==> config.mk <==
export PLATFORM = sky130hd
export DESIGN_NAME = vqd_ram
export DESIGN_NICKNAME = d
export VERILOG_FILES = /design/src/vqd_ram.sv
export SDC_FILE = /design/constraint.sdc
export NUM_CORES = 1
export LEC_CHECK = 0
export BUFFER_PORTS_ARGS = -buffer_cell sky130_fd_sc_hd__buf_2
export CAP_MARGIN = 30
export CORE_UTILIZATION = 40
export DETAILED_ROUTE_END_ITERATION = 8
export PLACE_DENSITY_LB_ADDON = 0.15
export SYNTH_ARGS = -nofsm -noshare
export SYNTH_HDL_FRONTEND = slang
export SYNTH_SLANG_ARGS = --single-unit
==> constraint.sdc <==
create_clock -name clk -period 2.6 [get_ports clk]
set_clock_uncertainty 0.2 [all_clocks]
set_input_delay 0.52 -clock clk [delete_from_list [all_inputs] [get_ports clk]]
set_output_delay 0.52 -clock clk [all_outputs]
set_load 0.01 [all_outputs]
==> src/vqd_ram.sv <==
// Generic simple dual-port RAM with registered read.
module vqd_ram #(
	parameter int WIDTH = 8,
	parameter int DEPTH = 16
) (
	input  logic                     clk,
	input  logic                     we,
	input  logic [$clog2(DEPTH)-1:0] waddr,
	input  logic [WIDTH-1:0]         wdata,
	input  logic [$clog2(DEPTH)-1:0] raddr,
	output logic [WIDTH-1:0]         rdata
);

	logic [WIDTH-1:0] mem [DEPTH];

	always_ff @(posedge clk) begin
		if (we) begin
			mem[waddr] <= wdata;
		end
		rdata <= mem[raddr];
	end

endmodule

Word-level counts from Yosys, hierarchy flattened
Memories as Yosys holds them, arrays and structs flattened. A register that Yosys moved wholly into a read port is not among the register bits.
Cells that the tools add are included.
Widths: inputs -> output; s select.
{ "totals": {"memories": 1, "word_cells": 3, "ff_bits": 0, "mem_bits_rw": 128, "out_inout_bits": 8} }
{ "classes": {"mux": 2} }
{ "memory_table": {"columns": ["name", "depth", "width", "rd", "rd_ports_with_merged_regs", "write_ports", "line", "rtl"], "rows": [
  ["mem", 16, 8, 1, 1, 1, "14", "logic [WIDTH-1:0] mem [DEPTH];"]
]} }
{ "ops": {"columns": ["op", "count"], "rows": [
  ["$mux 1", 2]
]} }

Longest topological paths before layout
{ "depth": {"ltp_word": 2, "mapped_depth": 5, "mapped_depth_nobuf": 3} }

Worst setup path before layout
OpenSTA, ideal clock, no wires.
{ "synth_path": {"kind": "input-to-reg", "start": "in waddr[2]", "end": "mem mem[0][0] (enable)", "arrival_ns": 1.630, "cell_stages": 2, "setup_slack_ns": 0.387, "required_ns": 2.017, "path_buffers": 0, "cell_sequence": "or3b_2 > nor3_1"} }
{ "synth_rtl": {"columns": ["item", "line", "rtl"], "rows": [
  ["start, declared", "8", "input logic [$clog2(DEPTH)-1:0] waddr,"],
  ["end, declared", "14", null]
]} }
No word-level cell before the write port.

==> impl_metrics.yaml <==
clock_tree:
  htree_levels: 4
  cts_tree: "yes"
  insertion_delay_ns: 0.41
  cts_buffers: 17
  hold_buffers: 0
  postCtsSetupRepairBufs: 0
  clock_sinks: 136
  cts_resized: 0
  max-clock-path-buffers: 2
  path_clk_slew_ns: 0.05
  root_buffer: "clkbuf_16"
power_and_ir_drop:
  p_leak_nw: 2.12
  power_density_mw_per_mm2: 803
  power.net_switching_mw: 0.945
  clkPwrFrac_pct: 45.6
  p_int_mw: 4.03
  combPwrFrac_pct: 4.8
  vdd_ir_drop_max_mv: 0.508
  seqPwrFrac_pct: 49.6
  power.share.switching_pct: 19.0
  p_total_mw: 4.97
timing:
  fin_setup_tns_ns: 0
  fmax_mhz: 559
  finalHoldViolations: 0
  worst_pin_slew_ns: 0.705
  slew_headroom_pct: 52.6
  rsz0062_at_grt: "false"
  final-setup-viol-count: 0
  drv_slew: 0
  period_share_pct: 68.8
  setup_ws_ns: 0.812
  period_needed_ns: 1.79
synth:
  synth_area_per_cell_um2: 22.5
  synthMuxAreaShare_pct: 15.0
  synth_top_area_cell: "edfxtp_1"
  synth-xor-area-share_pct: 0
  async_flop_share_pct: 0
  yosys_warnings: 0
  syn-cell-area_mm2: 0.00515
  ys.flop_type: "edfxtp_1"
  synth_top_area_share_pct: 74.7
  synth.net_count: 247
  synth_top_family_by_area: "multiplexers"
  synth-compound-area-share_pct: 2.33
  synthDistinctLibCells: 19
  syn_inst: 229
  yosys-top-cells-area: "edfxtp_1 (75%), mux4_2 (7.9%), mux4_1 (7.1%), dfxtp_1 (3.1%), a22oi_1 (2.3%)"
  yosys.area_share.simple_pct: 3.18
  synth_edf_count: 128
  synth_seq_area_share_pct: 77.8
  synth_fa_ha_area_share_pct: 0
  synth_seq_cells: 136
hold_path:
  holdPathEnd: "mem[2][6]"
  whs_path_depth: 1
  min_from: "wdata[6]"
  hold_class: "input pin to register"
setup_path:
  rr_worst_depth: 3
  cp-start-kind: "input pin"
  critical_path.max_fanout: 8
  required_ns: 2.69
  reg2reg_slack_ns: 0.99
  cp.arrival_ns: 1.88
  reg2reg_from: "mem[2][5]"
  crit_path_end_kind: "register"
  r2r-end: "rdata[5]"
  path_class: "input pin to register"
place:
  dpl.hpwl_um: 6330
  place_ws_ns: 0.377
  portBuffers: 25
  gp_congestion: 0.727
  place_area_mm2: 0.00562
grt:
  grt-ovfl-total: 0
  grt_max_degree: 33
  track_usage_pct: 16.9
  grt_pass1_vias: 2465
  grt_antenna_before_repair: 0
  grt_pass1_wl_um: 14900
die:
  dieArea_mm2: 0.0133
  design.core.area_mm2: 0.0126
  rows: 41
  io-pin-count: 26
  dieWidth_um: 115
  start_util_pct: 41.0
  die_h_um: 115
layout:
  fin_nets: 307
  mostFrequentLayoutCell: "edfxtp_1"
  num-fill-cells: 1031
  synthToLayoutAreaGrowth_pct: 20.2
  n_antenna_cell: 0
  final_cell_mix: "edfxtp_1 (128), buf_2 (25), buf_4 (24), mux4_2 (18), clkbuf_16 (17)"
  fin_area_mm2: 0.00619
  drive_above_1_share_pct: 31.1
drt:
  vias: 2450
  route.detailed.drc: 0
  ant_nets: 0
  drt-pass1-iter-count: 7
  drtIter0Drc: 203
  routedWlPerCell_um: 20.8
  wl_um: 9880
  via_per_inst: 5.17
status:
  status: "finished, final reports clean"
flow_run:
  drv_cap: 0
flip-flops by register name, summed over array words and instances (netlist names):
name,cells
mem,128
rdata,8
power groups by stage:
stage	registers [mW]	logic [mW]	clock network (mW)
floorplan	2.51	0.124	0
global placement	2.51	0.240	0
detailed placement	2.51	0.242	0
CTS	2.47	0.242	2.31
global route	2.47	0.260	2.41
finish	2.47	0.238	2.27
cell usage after synthesis (2+ instances only):
| library cell | count |
|---|---|
| nor2_1 | 13 |
| edfxtp_1 | 128 |
| mux4_1 | 14 |
| mux4_2 | 18 |
| nand2_1 | 9 |
| nand2b_1 | 2 |
| nor3_1 | 4 |
| buf_6 | 3 |
| clkdlybuf4s25_2 | 3 |
| dfxtp_1 | 8 |
| nand3b_1 | 2 |
| a22oi_1 | 16 |
| buf_2 | 3 |
worst max path at each step:
stage	startpoint	endpoint	slack, ns
floorplan	waddr[2]	mem[0][0]	0.39
global placement	raddr[0]	rdata[5]	0.38
detailed placement	raddr[0]	rdata[3]	0.38
CTS	raddr[0]	rdata[3]	0.82
global route	raddr[0]	rdata[3]	0.73
finish	raddr[0]	rdata[3]	0.81
through the flow:
step / instances / util [%] / hold slack, ns
floorplan: 229 / - / 0.419
global placement: 442 / 44.7 / 0.451
detailed placement: 442 / 44.7 / 0.459
CTS: 474 / 49.2 / 0.280
finish: 474 / 49.2 / 0.290
global route: 474 / 49.2 / 0.296
final cells by class:
| cell class | count | area, µm² | share of cell area (%) |
|---|---|---|---|
| Tap cell | 172 | 215 | 3.48 |
| Clock buffer | 31 | 538 | 8.69 |
| Multi-Input combinational cell | 83 | 1060 | 17.1 |
| Clock inverter | 1 | 30.0 | 0.485 |
| Sequential cell | 136 | 4000 | 64.7 |
| Timing Repair Buffer | 51 | 345 | 5.58 |
critical path, stage by stage:
cell,delay [ns]
buf_2,0.11
buf_4,0.19
buf_4,0.22
mux4_1,0.56
a22oi_1,0.20
nand2_1,0.08
kinds of logic after synthesis:
group	after synthesis
compound gates	16
buf+inv	10
flops	136
mux	32
simple gates	35
routing by layer:
layer / track usage, % / routed length, µm
met1: 24.5 / 4880
met2: 23.8 / 4380
met3: 5.33 / 499
met4: 6.49 / 116
met5: 0 / 0
(Power assumes the default switching activity.)
