[src/vqd_pkg.sv]
// Shared types, constants and sizes for the vertex quantize and dedup block.
package vqd_pkg;

	localparam int MAX_VERTICES = 4096;
	localparam int TABLE_SLOTS  = 8192;

	localparam int ADDR_W  = $clog2(TABLE_SLOTS);
	localparam int PROBE_W = ADDR_W + 1;
	localparam int CNT_W   = 13;
	localparam int IDX_W   = 12;
	localparam int PACK_W  = 27;
	localparam int TEX_W   = 32;
	localparam int KEY_W   = PACK_W + TEX_W;
	localparam int SLOT_W  = 1 + KEY_W + IDX_W;

	// Only the product bits up to the top of the slot field matter.
	localparam int HASH_W  = 32 + ADDR_W;
	localparam int CHUNK_W = 15;
	localparam int N_CHUNK = (HASH_W + CHUNK_W - 1) / CHUNK_W;
	localparam int KEXT_W  = N_CHUNK * CHUNK_W;
	localparam int STEP_W  = $clog2(N_CHUNK + 1);

	localparam logic [63:0] HASH_MUL = 64'h9E3779B97F4A7C15;

	localparam logic [2:0] AX_PX = 3'd0;
	localparam logic [2:0] AX_NX = 3'd1;
	localparam logic [2:0] AX_PY = 3'd2;
	localparam logic [2:0] AX_NY = 3'd3;
	localparam logic [2:0] AX_PZ = 3'd4;
	localparam logic [2:0] AX_NZ = 3'd5;

	typedef enum logic [2:0] {
		ST_OK          = 3'd0,
		ST_MISSING     = 3'd1,
		ST_RANGE       = 3'd2,
		ST_ZERO_NORMAL = 3'd3,
		ST_FULL        = 3'd4
	} status_t;

	typedef enum logic [2:0] {
		S_CLEAR,
		S_IDLE,
		S_QUANT,
		S_HASH,
		S_READ,
		S_PROBE,
		S_DONE
	} fsm_t;

	typedef struct packed {
		logic               start_of_mesh;
		logic signed [15:0] pos_x;
		logic signed [15:0] pos_y;
		logic signed [15:0] pos_z;
		logic signed [15:0] norm_x;
		logic signed [15:0] norm_y;
		logic signed [15:0] norm_z;
		logic [31:0]        tex_bits;
		logic [2:0]         attr_present;
	} corner_t;

	typedef struct packed {
		logic [IDX_W-1:0]  vertex_index;
		logic              is_new;
		logic [PACK_W-1:0] packed_vertex;
		logic [TEX_W-1:0]  tex_out;
		status_t           status;
		logic [CNT_W-1:0]  unique_count;
	} result_t;

	typedef struct packed {
		status_t           status;
		logic [PACK_W-1:0] packed_vertex;
	} quant_t;

endpackage

[src/vqd_quant.sv]
// Position scaling, range check, normal axis code and packing of one corner.
module vqd_quant (
	input  vqd_pkg::corner_t item,
	output vqd_pkg::quant_t  res
);

	logic signed [19:0] t  [3];
	logic        [19:0] mg [3];
	logic        [2:0]  pos_ok;
	logic        [7:0]  sm [3];
	logic signed [15:0] p  [3];
	logic               nzx, nzy, nzz;
	logic        [2:0]  code;
	logic               zero_n;

	always_comb begin
		p[0] = item.pos_x;
		p[1] = item.pos_y;
		p[2] = item.pos_z;
		for (int i = 0; i < 3; i++) begin
			// times ten as 8x + 2x
			t[i] = (20'(p[i]) <<< 3) + (20'(p[i]) <<< 1);
			mg[i] = t[i][19] ? 20'(-t[i]) : 20'(t[i]);
			pos_ok[i] = (mg[i][19:15] == 5'd0);
			sm[i] = {t[i][19] && (mg[i][14:8] != 7'd0), mg[i][14:8]};
		end

		nzx = (item.norm_x >= 16'sd256) || (item.norm_x <= -16'sd256);
		nzy = (item.norm_y >= 16'sd256) || (item.norm_y <= -16'sd256);
		nzz = (item.norm_z >= 16'sd256) || (item.norm_z <= -16'sd256);
		zero_n = 1'b0;
		if (nzx) begin
			code = item.norm_x[15] ? vqd_pkg::AX_NX : vqd_pkg::AX_PX;
		end else if (nzy) begin
			code = item.norm_y[15] ? vqd_pkg::AX_NY : vqd_pkg::AX_PY;
		end else if (nzz) begin
			code = item.norm_z[15] ? vqd_pkg::AX_NZ : vqd_pkg::AX_PZ;
		end else begin
			code = vqd_pkg::AX_PX;
			zero_n = 1'b1;
		end

		res.packed_vertex = '0;
		if (item.attr_present != 3'b111) begin
			res.status = vqd_pkg::ST_MISSING;
		end else if (pos_ok != 3'b111) begin
			res.status = vqd_pkg::ST_RANGE;
		end else if (zero_n) begin
			res.status = vqd_pkg::ST_ZERO_NORMAL;
		end else begin
			res.status = vqd_pkg::ST_OK;
			res.packed_vertex = {code, sm[2], sm[1], sm[0]};
		end
	end

endmodule

[config.mk]
export PLATFORM = sky130hd
export DESIGN_NAME = vqd_quant
export DESIGN_NICKNAME = d
export VERILOG_FILES = /design/src/vqd_pkg.sv /design/src/vqd_quant.sv
export SDC_FILE = /design/constraint.sdc
export NUM_CORES = 1
export LEC_CHECK = 0
export BUFFER_PORTS_ARGS = -buffer_cell sky130_fd_sc_hd__buf_2
export CAP_MARGIN = 20
export CORE_ASPECT_RATIO = 1.5
export CORE_MARGIN = 5
export CORE_UTILIZATION = 25
export DETAILED_ROUTE_END_ITERATION = 8
export SYNTH_ARGS = -nofsm -noshare
export SYNTH_HDL_FRONTEND = slang
export SYNTH_SLANG_ARGS = --single-unit
[constraint.sdc]
create_clock -name vclk -period 7.1
set_clock_uncertainty 0.2 [all_clocks]
set_input_delay 0.355 -clock vclk [all_inputs]
set_output_delay 0.355 -clock vclk [all_outputs]
set_load 0.03 [all_outputs]
-- Word-level counts from Yosys, hierarchy flattened
Index checks and enable logic that the tools add are counted.
- add/sub/neg operators: 6
- order comparisons: 6
- equal/unequal tests: 2
- mux-type cells: 18
- reductions and logical operators: 12
- operator list (operator ; count):
    $mux W27 ; 3
    $add A19 B17 Y20 ; 3
    $mux W20 ; 3
    $neg A20 Y20 ; 3
    $ge A16 B10 Y1 const B ; 3
    $le A16 B9 Y1 const B ; 3
    $reduce_bool A7 Y1 ; 3
    $logic_not A5 Y1 ; 3
    $mux W3 ; 4
    $mux W1 ; 6
    $ne A3 B3 Y1 const B ; 2
    $mux W2 ; 2
    $logic_and A1 B1 Y1 ; 3
    $logic_or A1 B1 Y1 ; 3
- bits in registers: 0
- input port bits: 132
- output and inout bits: 30
- word-level logic and storage cells: 44

-- Depth between registers and ports, before layout
Gate-level depths: netlist (run 1).
- depth after elaboration: 8
- depth in mapped cells: 14
- depth with buffers taken out: 12

-- Worst setup path before layout (run 1)
No wires, ideal clock.
- kind: input-to-output
- start point: input port item[99] (netlist name)
- end point: output port res[3] (netlist name)
- arrival: 4.284 ns
- data required time: 6.545 ns
- slack: 2.261 ns
- stages: 13
- buffers on the path: 1
- cell sequence: ha_1 > fa_1 > a21o_1 > a221o_1 > a221o_1 > a211oi_2 > nand3_2 > nor4_4 > nand3_1 > a21oi_1 > o22ai_1 > buf_2 > nor4b_1
- RTL lines (element ; RTL line ; text):
    from (decl) ; vqd_quant.sv:3 ; input vqd_pkg::corner_t item,
    to (decl) ; vqd_quant.sv:4 ; output vqd_pkg::quant_t res

==> impl_metrics.py, run 1 <==
metrics = {
    "hold_path": {
        "whs_endpoint": "res[23]",
        "min_path_cells": 4,
        "min_from": "item[98]",
        "hold_class": "primary input to output pin",
    },
    "sta": {
        "tightest_slew_ns": 0.757,
        "worst_slew_margin_rel_pct": 49.2,
        "slew_viol_final": 0,
        "setup_viol": 0,
        "fin_crit_sh_pct": 69.3,
        "hold_violations": 0,
        "layout_setup_ws_ns": 2.18,
        "fin_crit_ns": 4.92,
        "rsz0062_at_grt": "false",
        "tns_ns": 0,
        "fmax_mhz": 203,
    },
    "die": {
        "rows": 53,
        "io_pins": 162,
        "core_um2": 13900,
        "fp.dieW_um": 107,
        "initial_core_util_pct": 25.2,
        "die-area_um2": 16500,
        "die_h_um": 155,
    },
    "worst_setup_path": {
        "worstPathArrival_ns": 4.37,
        "crit_family": "compound AO/OA/AOI/OAI gates",
        "start_kind": "primary input",
        "cp-end-kind": "output pin",
        "crit_fanout": 29,
        "cp.required_ns": 6.55,
        "crit_path_top_delay_cell": "nor4_4",
        "path_buf_inv": 3,
        "cp_cell_sequence": "buf_2 > ha_1 > fa_1 > a21o_1 > a221o_1 > a221o_1 > a211oi_2 > nand3_2 > nor4_4 > nand3_1 > a21oi_1 > o22ai_2 > buf_4 > nor4_1 > buf_2",
        "critPathMaxStageDelay_ns": 0.44,
        "crit_cells": 15,
        "path_class": "primary input to output pin",
    },
    "yosys": {
        "avgSynthCellArea_um2": 7.12,
        "yosys_warnings": 0,
        "synth_cells": 492,
        "ys_types": 66,
        "synth_nets": 672,
        "synth_area_um2": 3500,
        "synth_seq_area_share_pct": 0,
    },
    "final_layout": {
        "syn_to_final_growth_pct": 22.1,
        "diodes": 0,
        "seq_area_um2": 0,
        "seq_cells": 0,
        "nClkBuffers": 0,
        "finalInstanceArea_um2": 4280,
        "fin_util_pct": 30.7,
        "final_nets": 781,
        "layout-drive-gt1-share_pct": 26.2,
    },
    "global_route": {
        "grt-ovfl-total": 0,
        "grtUsageMet1_pct": 15.1,
        "grt_start_max_net_pins": 30,
        "grt_pass1_vias": 4033,
        "busiest_layer": "met2",
        "met2_usage_pct": 23.9,
        "use_met3_pct": 1.54,
        "grt_usage_pct": 12.3,
        "grt_pass1_wl_um": 18100,
        "grt_antenna_before_repair": 0,
    },
    "routing": {
        "drc": 0,
        "via_per_inst": 5.38,
        "drt_iter0_markers": 109,
        "ant_nets": 0,
        "wl_per_cell_um": 13.9,
        "drt_pass1_iterations": 4,
        "num_vias": 4110,
        "wirelength_um": 10600,
    },
    "placement": {
        "dp_hpwl_um": 9280,
        "dpl-instance-area_um2": 4250,
        "place_ws_ns": 2.21,
        "gp_congestion": 0.827,
        "port_buffers": 128,
    },
    "cts": {
        "cts.repair.resized": 0,
        "cts_hold_buf": 0,
        "post_cts_buffers": 0,
    },
    "job": {
        "drv_cap": 0,
    },
    "power": {
        "total_power_w": 0.000347,
        "cellPowerDensity_nw_per_um2": 81.1,
        "ir_worst_vdd_uv": 31.9,
        "p_leak_nw": 1.89,
    },
    "outcome": {
        "outcome": "finished, final reports clean",
    },
}
## cell type report
cell class                      instances  area (µm²)
Multi-Input combinational cell        454        3340
Fill cell                            1569        9650
Tap cell                              165         206
Inverter                               14        52.6
Timing Repair Buffer                  131         683
## Yosys cell counts, types with 3 or more instances
master    count  area share [%]
or2_2         3            0.54
nand2_1      40             4.3
buf_6         3            0.96
fa_1          3             1.7
nand3b_1      5             1.1
inv_1        14             1.5
xor2_1       22             5.5
a221o_1       5             1.4
o22ai_1       3            0.54
o21ai_0      33             4.7
nand4_1      13             2.3
and4_1        3            0.75
a311oi_1      3            0.75
a21o_1       26             5.6
a41oi_1       5             1.2
nand2b_1      5            0.89
o31ai_1       3            0.64
and2_1        7             1.2
or3_1         5            0.89
a211oi_1     13             2.8
nor4_1       28             5.0
nand3_1      16             2.3
nor2_1       19             2.0
xnor2_1      25             6.2
and3_1        7             1.2
o211ai_1      5             1.1
buf_2         5            0.71
nor3_1        8             1.1
a21oi_1      40             5.7
nor4_2       10             3.6
ha_1         45              16
a31oi_1       6             1.1
or4_1         3            0.64
o21a_1        4            0.86
clkbuf_1     15             1.6
o21bai_1      3            0.64
## metrics by stage
stage,std cells,hold slack [ns]
2_1_floorplan,492,0.693
3_3_place_gp,763,1.01
3_5_place_dp,763,1.01
4_1_cts,763,1.01
5_1_grt,764,1.06
6_report,764,1.00
## worst min-delay path, delay by kind of cell
kind	cells	cell delay, ns
and+or+nand+nor	1	0.06
AOI/OAI and AO/OA	1	0.09
buffers and inverters	2	0.33
## power by group
part	switching, W	total, W	internal, W
registers	0	0	0
logic	0.000203	0.000347	0.000144
clock network	0	0	0
## cell families (layout without fill, tap and decap cells)
| group | count (synthesis) | after routing | synth area share (%) |
|---|---|---|---|
| xor+xnor | 47 | 47 | 11.7 |
| fa+ha+maj | 48 | 48 | 17.8 |
| buf+inv | 38 | 145 | 5.00 |
| other cells | 1 | 1 | 0.107 |
| mux | 3 | 3 | 0.893 |
| compound gates | 169 | 169 | 32.3 |
| simple gates | 186 | 186 | 32.1 |
## placed cells by master, fill, tap and decap left out, types with 3 or more instances in the layout
cell,n
inv_1,14
nor4_2,10
a41oi_1,5
o21bai_1,3
nor3_1,8
o211ai_1,5
nor4_1,28
a21o_1,26
o21a_1,4
nand2_1,40
xnor2_1,25
xor2_1,22
nor2_1,19
or2_2,3
and3_1,7
and4_1,3
a21oi_1,40
a221o_1,5
nand4_1,13
a311oi_1,3
fa_1,3
and2_1,7
or4_1,3
nand3b_1,5
nand3_1,16
a31oi_1,6
or3_1,5
o31ai_1,3
a211oi_1,13
buf_2,128
o21ai_0,33
ha_1,45
nand2b_1,5
## per-layer routing
layer	wire length, µm	vias to the layer above
met5	0	-
met3	507	4
met2	5690	73
li1	-	2139
met4	40	0
met1	4410	1894
## worst max path at each step
stage / start / endpoint / slack (ns)
2_1_floorplan: item[99] / res[3] / 2.26
3_3_place_gp: item[99] / res[21] / 2.18
3_5_place_dp: item[99] / res[21] / 2.21
4_1_cts: item[99] / res[21] / 2.18
5_1_grt: item[99] / res[21] / 1.95
6_report: item[99] / res[21] / 2.18
No activity file was read; power rests on OpenSTA's default activity.
==> run 2: changes to the inputs <==
==> constraint.sdc (replaced) <==
create_clock -name vclk -period 4.3
set_clock_uncertainty 0.2 [all_clocks]
set_input_delay 0.215 -clock vclk [all_inputs]
set_output_delay 0.215 -clock vclk [all_outputs]
set_load 0.03 [all_outputs]
==> run 2 against run 1 <==
Non-clock buffer count grew 56. Final cell count increased by 7.3%. Critical endpoint is now res[3]. Sequential share of layout area did not move. Count of clock-buffer cells in the layout is the same. Largest power group unchanged. Setup slack got worse by 2.1 ns. Power grew 110%. Wire length increased by 11%.
==> impl_metrics.py, run 2 (synthesized netlist as in run 1, its figures left out) <==
metrics = {
    "final_layout": {
        "finalInstanceArea_um2": 5370,
        "fin_cells": 820,
        "final_common_cell": "buf_2",
        "layout-drive-gt1-share_pct": 38.2,
        "layout_common_cells": "buf_2, buf_4, ha_1",
        "fillCellCount": 1472,
        "seq_area_um2": 0,
        "final_nets": 837,
        "fin_util_pct": 38.5,
        "syn_to_final_growth_pct": 53.1,
        "seq_cells": 0,
        "nClkBuffers": 0,
        "diodes": 0,
    },
    "worst_setup_path": {
        "critPathMaxStageDelay_ns": 0.45,
        "worstPathArrival_ns": 3.82,
        "start_kind": "primary input",
        "crit_path_top_delay_cell": "fa_2",
        "crit_fanout": 7,
        "cp_cell_sequence": "buf_8 > ha_4 > fa_2 > nor4_2 > o21ai_0 > a221o_1 > a211oi_2 > nand3_2 > nor4_4 > buf_4 > nand3b_1 > a21oi_2 > o22ai_4 > clkbuf_16 > nor4b_4 > buf_6",
        "worstSetupStartpoint": "item[101]",
        "cp-end-kind": "output pin",
        "path_class": "primary input to output pin",
        "cp.required_ns": 3.88,
    },
    "global_route": {
        "grt_pass1_vias": 4189,
        "grt-ovfl-total": 0,
        "grt_pass1_wl_um": 18600,
        "grt_antenna_before_repair": 0,
        "grt_usage_pct": 12.8,
        "grt_start_max_net_pins": 19,
    },
    "routing": {
        "via_per_inst": 5.30,
        "drc": 0,
        "wirelength_um": 11800,
        "drt_pass1_iterations": 4,
        "num_vias": 4343,
        "wl_per_cell_um": 14.4,
        "ant_nets": 0,
        "drt_iter0_markers": 97,
    },
    "die": {
        "die_h_um": 155,
        "fp.dieW_um": 107,
        "initial_core_util_pct": 25.2,
        "core_um2": 13900,
        "die-area_um2": 16500,
        "rows": 53,
        "io_pins": 162,
    },
    "power": {
        "ir_worst_vdd_uv": 68.2,
        "p_leak_nw": 2.38,
        "cellPowerDensity_nw_per_um2": 135,
    },
    "sta": {
        "tightest_slew_ns": 0.573,
        "slew_viol_final": 0,
        "hold_violations": 0,
        "worst_slew_margin_rel_pct": 61.6,
        "rsz0062_at_grt": "true",
        "fin_crit_sh_pct": 98.4,
        "fmax_mhz": 236,
        "setup_viol": 0,
        "fin_crit_ns": 4.23,
    },
    "outcome": {
        "outcome": "finished, final reports clean",
    },
    "placement": {
        "dpl.cell_count": 805,
        "port_buffers": 128,
        "dp_hpwl_um": 9780,
        "dpl-instance-area_um2": 4630,
        "gp_congestion": 0.815,
    },
    "hold_path": {
        "hold_class": "primary input to output pin",
        "min_from": "item[98]",
    },
    "job": {
        "drv_cap": 0,
    },
}
## run 2: final timing paths
path	to	slack, ns	cells past startpoint
max	res[3]	0.07	16
min	res[23]	0.76	4
## run 2: stage by stage
| stage | worst slack, ns | hold slack (ns) | total power [W] | TNS, ns |
|---|---|---|---|---|
| after CTS | 0.00226 | 0.701 | 0.000651 | 0 |
| after global placement | -0.103 | 0.707 | 0.000642 | -1.21 |
| after floorplan | -0.208 | 0.413 | 0.000436 | -2.09 |
| after detailed placement | -0.138 | 0.713 | 0.000645 | -2.23 |
| after global routing | -0.146 | 0.795 | 0.000806 | -2.61 |
| final | 0.0689 | 0.757 | 0.000726 | 0 |
## run 2: layout make-up
class,instances,area [µm²],area share [%]
inverters,14,52.6,0.979
multi-input cells,454,3750,69.9
well taps,165,206,3.85
repair buffers,187,1360,25.3
## run 2: worst max-delay path: cells and delay by family
kind,cells,cell delay (ns)
buffers and inverters,4,0.67
AO/OA/AOI/OAI,5,1.10
adder cells (fa/ha/maj),2,0.61
AND/OR/NAND/NOR,5,1.23
## run 2: power by group
| part | total, W | internal, W | switching [W] |
|---|---|---|---|
| sequential | 0 | 0 | 0 |
| clock | 0 | 0 | 0 |
| combinational | 0.000726 | 0.000319 | 0.000407 |
## run 2: timing repair
action | in CTS | in global routing
gates cloned | 0 | 3
hold buffers | 0 | 0
resized for setup | 15 | 127
setup endpoints to repair | 28 | 29
pin swaps | 4 | 35
endpoints found under the hold margin | 0 | 0
buffers inserted | 1 | 11
## run 2: per-layer routing
layer  global-route usage, %  share of wire (%)  vias up
met5                       0                  0        -
met4                    1.40                1.0        0
met3                    2.49                5.4       12
met2                    25.6                 55       79
met1                    14.1                 38     1987
li1                        -                  -     2265
==> run 3: changes to the inputs <==
==> constraint.sdc (replaced) <==
create_clock -name vclk -period 5.3
set_clock_uncertainty 0.2 [all_clocks]
set_input_delay 0.265 -clock vclk [all_inputs]
set_output_delay 0.265 -clock vclk [all_outputs]
set_load 0.03 [all_outputs]
==> run 3 against run 2 <==
First-iteration DRC count down 22%. Die area unchanged. Largest power group unchanged. Non-clock buffer count fell by 56. Via count is 5.4% lower.
==> impl_metrics.py, run 3 (synthesized netlist as in run 1, its figures left out) <==
metrics = {
    "final_layout": {
        "fin_util_pct": 30.6,
        "finalInstanceArea_um2": 4260,
        "nClkBuffers": 0,
        "diodes": 0,
        "seq_area_um2": 0,
        "seq_cells": 0,
        "final_common_cell": "buf_2",
        "final_nets": 781,
        "layout-drive-gt1-share_pct": 26.2,
        "layout_common_cells": "buf_2, ha_1, nand2_1, a21oi_1, o21ai_0",
        "syn_to_final_growth_pct": 21.5,
    },
    "die": {
        "die-area_um2": 16500,
        "die_h_um": 155,
        "io_pins": 162,
        "initial_core_util_pct": 25.2,
        "fp.dieW_um": 107,
        "core_um2": 13900,
        "rows": 53,
    },
    "outcome": {
        "outcome": "finished, final reports clean",
    },
    "routing": {
        "ant_nets": 0,
        "wirelength_um": 10700,
        "drt_pass1_iterations": 4,
        "drc": 0,
        "num_vias": 4109,
        "drt_iter0_markers": 76,
        "wl_per_cell_um": 14.0,
        "via_per_inst": 5.38,
    },
    "worst_setup_path": {
        "crit_family": "compound AO/OA/AOI/OAI gates",
        "worstSetupStartpoint": "item[99]",
        "critPathMaxStageDelay_ns": 0.42,
        "worstPathArrival_ns": 4.33,
        "cp-end-kind": "output pin",
        "cp.required_ns": 4.84,
        "start_kind": "primary input",
        "worstSetupEndpoint": "res[7]",
        "crit_path_top_delay_cell": "nor4_4",
        "crit_fanout": 16,
        "crit_cells": 15,
        "path_class": "primary input to output pin",
        "cp_cell_sequence": "buf_2 > ha_1 > fa_1 > a21o_1 > a221o_1 > a221o_1 > a211oi_2 > nand3_2 > nor4_4 > nand3_1 > a21oi_1 > o22ai_2 > buf_4 > nor4_1 > buf_2",
        "path_buf_inv": 3,
    },
    "power": {
        "p_leak_nw": 1.88,
        "ir_worst_vdd_uv": 54.2,
        "cellPowerDensity_nw_per_um2": 110,
    },
    "sta": {
        "tightest_slew_ns": 1.03,
        "fin_crit_ns": 4.79,
        "rsz0062_at_grt": "false",
        "worst_slew_margin_rel_pct": 31.2,
        "fmax_mhz": 209,
        "hold_violations": 0,
        "worst_hold_slack_ns": 0.812,
        "tns_ns": 0,
        "layout_setup_ws_ns": 0.507,
        "fin_crit_sh_pct": 90.4,
        "slew_viol_final": 0,
        "setup_viol": 0,
    },
    "hold_path": {
        "hold_class": "primary input to output pin",
        "min_path_cells": 4,
    },
    "global_route": {
        "grt_usage_pct": 12.0,
        "grt-ovfl-total": 0,
        "grt_pass1_wl_um": 17600,
        "busiest_layer": "met2",
        "use_met3_pct": 1.41,
        "grt_start_max_net_pins": 30,
        "grt_antenna_before_repair": 0,
        "grtUsageMet1_pct": 14.1,
        "met2_usage_pct": 24.1,
        "grt_pass1_vias": 3960,
    },
    "job": {
        "drv_cap": 0,
    },
    "placement": {
        "dpl-instance-area_um2": 4260,
        "port_buffers": 128,
        "dp_hpwl_um": 9380,
        "gp_congestion": 0.840,
        "place_ws_ns": 0.454,
    },
    "cts": {
        "post_cts_buffers": 0,
        "cts_hold_buf": 0,
        "cts.repair.resized": 0,
    },
}
==> run 3: worst min-delay path by stage <==
stage	end	startpoint	slack, ns
5_1_grt	res[23]	item[98]	0.85
2_1_floorplan	res[23]	item[98]	0.51
3_5_place_dp	res[23]	item[98]	0.82
4_1_cts	res[23]	item[98]	0.82
3_3_place_gp	res[23]	item[98]	0.83
6_report	res[23]	item[98]	0.81
==> run 3: worst min-delay path, delay by kind of cell <==
family,cells,cell delay (ns)
buf+inv,2,0.33
compound gates,1,0.09
simple gates,1,0.05
==> run 3: routing by layer <==
layer,routed length (µm),up-vias,part of all wire [%]
li1,-,2136,-
met2,5700,85,53
met5,0,-,0
met4,31,0,0.29
met1,4470,1884,42
met3,497,4,4.6
==> run 3: power by group <==
group          leakage [nW]  total, W  internal, W  switching [W]
Sequential                0         0            0              0
Combinational          1.88  0.000468     0.000193       0.000274
Clock                     0         0            0              0
==> run 3: final cells by class <==
cell class                      instances  area [µm²]
Fill cell                            1566        9670
Multi-Input combinational cell        454        3340
Timing Repair Buffer                  131         663
Tap cell                              165         206
Inverter                               14        52.6
==> run 3: per-stage QoR <==
step                      cells  total power, W
after floorplan             492        0.000351
after global placement      764        0.000465
after detailed placement    764        0.000468
after CTS                   764        0.000471
after global routing        764        0.000528
final                       764        0.000468
